$ cat config.mk
export PLATFORM = sky130hd
export DESIGN_NAME = dacm_cell
export DESIGN_NICKNAME = d
export VERILOG_FILES = /design/src/rtl/dacm_pkg.sv /design/src/rtl/dacm_cell.sv
export SDC_FILE = /design/constraint.sdc
export NUM_CORES = 1
export LEC_CHECK = 0
export ABC_AREA = 1
export BUFFER_PORTS_ARGS = -buffer_cell sky130_fd_sc_hd__buf_2
export CAP_MARGIN = 20
export CORE_AREA = 2 2 172 174
export CTS_CLUSTER_DIAMETER = 150
export DETAILED_ROUTE_END_ITERATION = 10
export DIE_AREA = 0 0 174 176
export PLACE_DENSITY = 0.7
export SLEW_MARGIN = 20
export SYNTH_ARGS = -nofsm -noshare
export SYNTH_HDL_FRONTEND = slang
export SYNTH_SLANG_ARGS = --single-unit
export TNS_END_PERCENT = 50
$ cat constraint.sdc
create_clock -name clock -period 18.59 [get_ports clock]
set_clock_uncertainty 0.15 [all_clocks]
set_input_delay 1.859 -clock clock [delete_from_list [all_inputs] [get_ports clock]]
set_output_delay 1.859 -clock clock [all_outputs]
set_load 0.05 [all_outputs]
$ cat src/rtl/dacm_pkg.sv
package dacm_pkg;

   localparam int ACTION_W = 2;
   localparam int INDEX_W  = 12;
   localparam int BITN_W   = 5;
   localparam int WEIGHT_W = 21;
   localparam int MASK_W   = 48;
   localparam int HALF_W   = 24;
   localparam int OUT_PAT_W = 18;

   // internal widths sized for the largest parameter values
   localparam int MAX_FRAC = 16;
   localparam int TGT_W    = INDEX_W + 1 + MAX_FRAC;
   localparam int SUM_W    = TGT_W + 1;
   localparam int PAT_W    = 32;

   localparam logic [ACTION_W-1:0] ACT_CONVERT     = 2'd0;
   localparam logic [ACTION_W-1:0] ACT_LOAD_WEIGHT = 2'd1;
   localparam logic [ACTION_W-1:0] ACT_LOAD_MASK   = 2'd2;

   localparam int DEF_NUM_WEIGHTS = 18;
   localparam int DEF_FRAC_BITS   = 8;
   localparam int DEF_CODE_WIDTH  = 48;
   localparam int DEF_INDEX_MAX   = 4095;

   typedef struct packed {
      logic [ACTION_W-1:0] action;
      logic [INDEX_W-1:0]  code_index;
      logic [BITN_W-1:0]   bit_number;
      logic [WEIGHT_W-1:0] weight_value;
      logic [MASK_W-1:0]   mask_value;
   } req_type;

   typedef struct packed {
      logic [HALF_W-1:0]    code_low;
      logic [HALF_W-1:0]    code_high;
      logic [OUT_PAT_W-1:0] bit_pattern;
   } rsp_type;

   // item as it travels down the chain of cells
   typedef struct packed {
      logic [ACTION_W-1:0] action;
      logic [BITN_W-1:0]   bitn;
      logic [WEIGHT_W-1:0] weight;
      logic [MASK_W-1:0]   mask;
      logic [TGT_W-1:0]    target;
      logic [SUM_W-1:0]    sum;
      logic [MASK_W-1:0]   code;
      logic [PAT_W-1:0]    pattern;
   } tok_type;

endpackage

$ cat src/rtl/dacm_cell.sv
module dacm_cell #(
   parameter int BIT_INDEX = 0
) (
   input  logic              clock,
   input  logic              reset,
   input  logic              in_valid,
   output logic              in_ready,
   input  dacm_pkg::tok_type in_tok,
   output logic              out_valid,
   input  logic              out_ready,
   output dacm_pkg::tok_type out_tok
);

   logic [dacm_pkg::WEIGHT_W-1:0] weight_ff;
   logic [dacm_pkg::MASK_W-1:0]   mask_ff;
   logic                          valid_ff;
   logic                          valid_in;
   dacm_pkg::tok_type             tok_ff;
   dacm_pkg::tok_type             tok_in;
   logic                          take;
   logic                          hit;
   logic [dacm_pkg::SUM_W-1:0]    trial;
   logic                          keep;

   assign in_ready  = !valid_ff || out_ready;
   assign take      = in_valid && in_ready;
   assign out_valid = valid_ff;
   assign out_tok   = tok_ff;
   assign hit       = (in_tok.bitn == dacm_pkg::BITN_W'(BIT_INDEX));

   assign trial = in_tok.sum + dacm_pkg::SUM_W'(weight_ff);
   assign keep  = (trial <= dacm_pkg::SUM_W'(in_tok.target));

   always_comb begin
      tok_in   = in_tok;
      valid_in = valid_ff;
      if (take) begin
         valid_in = 1'b1;
      end else if (out_ready) begin
         valid_in = 1'b0;
      end
      if (in_tok.action == dacm_pkg::ACT_CONVERT && keep) begin
         tok_in.sum                = trial;
         tok_in.code               = in_tok.code | mask_ff;
         tok_in.pattern[BIT_INDEX] = 1'b1;
      end
   end

   always_ff @(posedge clock) begin
      if (reset) begin
         valid_ff  <= 1'b0;
         weight_ff <= '0;
         mask_ff   <= '0;
      end else begin
         valid_ff <= valid_in;
         if (take && hit && in_tok.action == dacm_pkg::ACT_LOAD_WEIGHT) begin
            weight_ff <= in_tok.weight;
         end
         if (take && hit && in_tok.action == dacm_pkg::ACT_LOAD_MASK) begin
            mask_ff <= in_tok.mask;
         end
      end
   end

   always_ff @(posedge clock) begin
      if (take) begin
         tok_ff <= tok_in;
      end
   end

endmodule

==> results.sh, run 1 <==
export IMPL_h_tree_depth=1
export IMPL_cts_setup_buffers=0
export IMPL_fp_coreArea_mm2=0.02855
export IMPL_finalNetCount=1887
export IMPL_placementRows=62
export IMPL_hp_class="register to register"
export IMPL_first_iter_violations=875
export IMPL_crit_required_ps=18750
export IMPL_power_density_mw_per_mm2=97.96
export IMPL_synthMuxAreaShare_pct=0
export IMPL_cts_buffers=30
export IMPL_synth_cells=1185
export IMPL_yosysTopAreaCell="edfxtp_1"
export IMPL_ys_top_cells_by_count="nand2_1, edfxtp_1, inv_1, nand3_1, nor2_1"
export IMPL_ys_async_sr_fraction_pct=0
export IMPL_cp_cell_sequence="buf_2 -> ha_1 -> a21oi_1 -> nand2_1 -> nand2_1 -> nand2_1 -> nand2_1 -> nand3_2 -> a21oi_1 -> xor2_1 -> ha_1 -> a21oi_1 -> o21ai_0 -> a21oi_1 -> nand2_1 -> nand2_1 -> nand2_1 -> nand2_1 -> nand2_1 -> nand2_4 -> nand2_2 -> nand2_1 -> nand2_1"
export IMPL_power_leakage_nw=7.288
export IMPL_slew_viol_final=0
export IMPL_synth_compound_area_share_pct=6.770
export IMPL_wl_per_cell_um=17.09
export IMPL_clock_path_buffers=3
export IMPL_hold_ws_ps=306.6
export IMPL_hold_path_depth=2
export IMPL_holdBufCountCts=0
export IMPL_area_growth_pct=28.93
export IMPL_ant_nets=0
export IMPL_yosys_warnings=0
export IMPL_cts_resized_gates=0
export IMPL_fin_ws_ps=12310
export IMPL_synth_ff_type="edfxtp_1"
export IMPL_rsz0062_at_grt="false"
export IMPL_cts_tree="built"
export IMPL_synth_edf_count=215
export IMPL_setup_viol=0
export IMPL_synth_seq_cells=285
export IMPL_grt_pass1_wl_mm=52.51
export IMPL_antenna_found_initial=5
export IMPL_ys_seq_area_share_pct=63.74
export IMPL_num_vias=9898
export IMPL_clock_sinks=285
export IMPL_crit_path_frequent_cell="nand2_1"
export IMPL_max_slew_margin_rel_pct=35.52
export IMPL_critPathKind="primary input to register"
export IMPL_drv_cap=0
export IMPL_wl_mm=34.65
export IMPL_grtUsageTotal_pct=21.79
export IMPL_drive_gt1_share_pct=30.29
export IMPL_synthSimpleGateAreaFrac_pct=15.66
export IMPL_syn_nets=1455
export IMPL_fin_cells=2027
export IMPL_clk_insertion_delay_late_ps=570
export IMPL_path_max_fanout=79
export IMPL_syn_avg_cell_area_um2=10.40
export IMPL_io_pins=436
export IMPL_final_setup_tns_ps=0
export IMPL_ff2ff_path_depth=23
export IMPL_clock_fmax_mhz=159.2
export IMPL_critPathMaxStageDelay_ps=680
export IMPL_synth_cell_type_count=34
export IMPL_synthXorXnorAreaFrac_pct=1.492
export IMPL_arrival_ps=6440
export IMPL_gp_congestion=0.9409
export IMPL_critPathBufInv=1
export IMPL_critical_path_cell_count=23
export IMPL_synthAdderAreaFrac_pct=5.237
export IMPL_initial_core_util_pct=43.18
export IMPL_nFillCells=2571
export IMPL_period_minus_slack_ps=6281
export IMPL_dp_hpwl_mm=25.36
export IMPL_clockRootBuffer="clkbuf_16"
export IMPL_fp_dieW_um=174
export IMPL_drcViolationCount=0
export IMPL_crit_slowest_cell="nand2_4"
export IMPL_cts_clk_slew_worst_paths_ps=60
export IMPL_status="finished clean"
export IMPL_grt_max_degree=162
export IMPL_cp_end_kind="register"
export IMPL_hold_viol_final=0
export IMPL_die_area_mm2=0.03062
export IMPL_dieHeight_um=176
export IMPL_dpl_worst_slack_ps=11360
export IMPL_netlist_area_mm2=0.01233
export IMPL_grt_overflow=0
export IMPL_cp_top_family="simple AND/OR/NAND/NOR gates"
export IMPL_synth_top_family_by_area="simple AND/OR/NAND/NOR gates"
export IMPL_grt_pass1_vias=9713
export IMPL_startpoint_type="primary input"
export IMPL_synth_most_common_cell="nand2_1"
export IMPL_portBuffers=435
export IMPL_ir_drop_v=0.00006890
export IMPL_dp_cells=1969
export IMPL_post_route_period_util_pct=33.78
export IMPL_yosys_top_cells_area="edfxtp_1, dfxtp_1, nand2_1, inv_1, ha_1"
export IMPL_via_per_inst=4.883
export IMPL_synth_top_area_share_pct=52.37
export IMPL_worstMarginPinSlew_ps=967.2
export IMPL_detail_route_first_pass_iterations=6
-- metal layers --
layer  share of wire, %  vias to the layer above  global-route usage [%]
li1                   -                     4836                       -
met1                 40                     4578                   26.99
met2                 50                      402                   38.35
met3                6.5                       76                   4.285
met4                3.4                        6                   7.248
met5               0.14                        -                       0
-- cells in the final DEF (no fill, tap or decap), types with 2 or more instances in the layout --
master,count
a211oi_1,50
a21o_1,3
a21oi_1,58
a21oi_4,2
buf_2,435
buf_4,5
bufinv_16,2
clkbuf_1,6
clkbuf_16,31
clkbuf_8,4
clkinv_1,2
clkinv_2,6
clkinvlp_4,2
dfxtp_1,70
diode_2,2
edfxtp_1,215
ha_1,50
inv_1,180
inv_2,3
nand2_1,262
nand3_1,92
nand3b_1,2
nand4_1,7
nor2_1,90
nor3_1,9
o21ai_0,14
o21bai_1,3
xnor2_1,3
xor2_1,18
-- final cells by class --
type                            count  area, um^2  share of cell area (%)
Clock inverter                     15       160.2                   1.008
Clock buffer                       41       853.3                   5.369
Inverter                          183       686.9                   4.322
Sequential cell                   285        7858                   49.44
Tap cell                          384       480.5                   3.023
Timing Repair Buffer              441        2235                   14.06
Multi-Input combinational cell    676        3616                   22.75
Antenna cell                        2       5.005                 0.03149
-- flip-flops by register name, summed over array words and instances, names as in the netlist --
signal,count
out_tok,215
mask_ff,48
weight_ff,21
out_valid,1
-- worst register-to-register path: cells and delay by family, from the launching register on --
kind          cells  cell delay (ps)
simple gates     15             3130
fa+ha+maj         3              860
flops             1              360
buf+inv           4              310
xor+xnor          1              160
-- path summary, 6_finish.rpt --
kind / startpoint / to / slack [ps]
worst min-delay path: mask_ff[45] / mask_ff[45] / 310
worst min register to register: mask_ff[45] / mask_ff[45] / 310
worst max register to register: weight_ff[0] / out_tok[102] / 13390
worst max-delay path: in_tok[82] / out_tok[102] / 12310
-- cell families (layout without fill, tap and decap cells) --
family / after synthesis / in the layout
compound gates: 135 / 135
xor+xnor: 21 / 21
fa+ha+maj: 51 / 51
buf+inv: 224 / 680
flops: 285 / 285
other cells: 0 / 2
simple gates: 469 / 469
-- through the flow --
stage               area (um^2)  utilization, %  power [mW]
floorplan                 12330               -      0.9047
global placement          14870           52.10      0.9679
detailed placement        14870           52.10      0.9702
CTS                       15890           55.65       1.570
global route              15890           55.67       1.607
finish                    15890           55.68       1.557
-- power breakdown --
group	total [mW]	internal, mW	switching (mW)	leakage [nW]
combinational	0.229	0.0518	0.177	4.15
sequential	0.728	0.720	0.00749	2.64
clock	0.601	0.351	0.250	0.493
Note: power is estimated with default switching activity, not from simulation.
==> run 2: changes to the inputs <==
- CORE_AREA: 2 2 172 174 -> default
- CORE_ASPECT_RATIO: default -> 1.1
- CORE_MARGIN: default -> 2
- CORE_UTILIZATION: default -> 45
- DIE_AREA: 0 0 174 176 -> default
- PLACE_DENSITY: 0.7 -> 0.76
- clock period: 18.59 -> 5.7 ns (I/O delays scaled with it)
==> run 2 against run 1 <==
  * Setup slack got worse by 11000 ps
  * Flip-flop and latch count unchanged
  * Core utilization increased by 3.1 points
  * Cell count decreased by 1.1%
  * Sequential share of layout area increased by 0.17 points
  * Via count increased by 0.52%
  * Hold slack got worse by 260 ps
  * Total power increased to 3.2 times the previous value
  * Non-clock buffer count increased by 7
  * Critical path type is now register to register
==> results.sh, run 2 (synthesis results as in run 1) <==
export IMPL_max_slew_margin_rel_pct=31.18
export IMPL_cp_end_kind="register"
export IMPL_drcViolationCount=0
export IMPL_ant_nets=0
export IMPL_worstMarginPinSlew_ps=1032
export IMPL_cts_buffers=29
export IMPL_first_iter_violations=575
export IMPL_h_tree_depth=1
export IMPL_slew_viol_final=0
export IMPL_dp_cells=1948
export IMPL_wl_per_cell_um=17.63
export IMPL_post_route_period_util_pct=80.02
export IMPL_dpl_worst_slack_ps=811.6
export IMPL_setup_viol=0
export IMPL_io_pins=436
export IMPL_status="finished clean"
export IMPL_area_growth_pct=28.49
export IMPL_power_mw=5.021
export IMPL_layout_commonest_cell="buf_2"
export IMPL_critPathKind="register to register"
export IMPL_clockRootBuffer="clkbuf_16"
export IMPL_dp_hpwl_mm=26.71
export IMPL_ff_latch_area_mm2=0.007858
export IMPL_path_max_fanout=56
export IMPL_grt_pass1_vias=9763
export IMPL_fp_dieW_um=161.8
export IMPL_wl_mm=35.34
export IMPL_grt_pass1_wl_mm=52.50
export IMPL_holdBufCountCts=0
export IMPL_cts_setup_buffers=0
export IMPL_cts_tree="built"
export IMPL_gp_congestion=0.9341
export IMPL_place_area_mm2=0.01487
export IMPL_detail_route_first_pass_iterations=5
export IMPL_ir_drop_v=0.0002862
export IMPL_drive_gt1_share_pct=30.68
export IMPL_clock_sinks=285
export IMPL_crit_required_ps=5960
export IMPL_grt_max_degree=97
export IMPL_finalNetCount=1893
export IMPL_via_per_inst=4.965
export IMPL_drv_cap=0
export IMPL_die_area_mm2=0.02874
export IMPL_clock_path_buffers=3
export IMPL_fin_util_pct=58.76
export IMPL_hp_class="primary input to register"
export IMPL_grt_overflow=0
export IMPL_cts_resized_gates=0
export IMPL_antenna_found_initial=3
export IMPL_initial_core_util_pct=45.73
export IMPL_fp_coreArea_mm2=0.02696
export IMPL_startpoint_type="register"
export IMPL_cts_clk_slew_worst_paths_ps=60
export IMPL_power_density_mw_per_mm2=317.0
export IMPL_clk_insertion_delay_late_ps=550
export IMPL_clock_fmax_mhz=219.2
export IMPL_period_minus_slack_ps=4561
export IMPL_rsz0062_at_grt="false"
export IMPL_multi_input_area_mm2=0.003608
export IMPL_fin_ws_ps=1139
export IMPL_arrival_ps=4820
export IMPL_placementRows=63
export IMPL_largest_reg_flops=215
export IMPL_num_vias=9949
export IMPL_hold_viol_final=0
export IMPL_portBuffers=435
export IMPL_dieHeight_um=177.6
export IMPL_fin_cells=2004
export IMPL_layout_common_cells="buf_2, nand2_1, edfxtp_1"
export IMPL_power_leakage_nw=7.282
export IMPL_final_area_mm2=0.01584
export IMPL_grtUsageTotal_pct=23.49
export IMPL_nFillCells=2294
[run 2: final cells by class]
cell class              instances  area share [%]
flip-flops and latches        285           49.61
multi-input cells             676           22.78
repair buffers                448           14.38
well taps                     357           2.820
inverters                     183           4.336
clock buffers                  31           4.692
clock inverters                23           1.367
diodes                          1         0.01580
[run 2: through the flow]
stage | setup TNS [ps] | hold slack (ps)
finish | 0 | 45.61
global route | 0 | 24.38
CTS | 0 | 16.48
detailed placement | 0 | 295.4
global placement | 0 | 293.7
floorplan | -2080 | 284.3
[run 2: per-layer routing]
layer | wire (um) | vias to the layer above | GRT usage, % | share of wire (%)
li1 | - | 4846 | - | -
met1 | 13310 | 4622 | 26.98 | 38
met2 | 17790 | 400 | 42.34 | 50
met3 | 2608 | 79 | 4.534 | 7.4
met4 | 1616 | 2 | 10.73 | 4.6
met5 | 13 | - | 0 | 0.037
[run 2: where the power goes]
part	internal [mW]	total, mW	leakage (nW)	switching, mW
Sequential	2.35	2.37	2.64	0.0244
Combinational	0.171	0.750	4.18	0.579
Clock	1.09	1.90	0.458	0.812
[run 2: path summary, 6_finish.rpt]
check / startpoint / end / slack, ps / cells past startpoint
worst max-delay path: weight_ff[0] / out_tok[100] / 1140 / 23
worst min-delay path: in_tok[17] / out_tok[17] / 50 / 1
worst max register to register: weight_ff[0] / out_tok[100] / 1140 / 23
worst min register to register: mask_ff[43] / mask_ff[43] / 310 / 2
[run 2: worst max-delay path, stage by stage, from the launching register on]
cell	delay, ps
dfxtp_1	360
ha_1	210
inv_1	70
fa_1	400
inv_1	90
nand3_1	80
nand2_1	160
nand2_1	70
nand2_1	130
nand2_1	90
nand2_1	140
nand2_1	60
nand2_1	130
xor2_1	160
inv_1	70
ha_1	290
nand4_1	120
inv_1	110
nand3_1	130
or4_1	440
nand2_2	100
buf_4	540
nand3_1	180
nand2_1	130
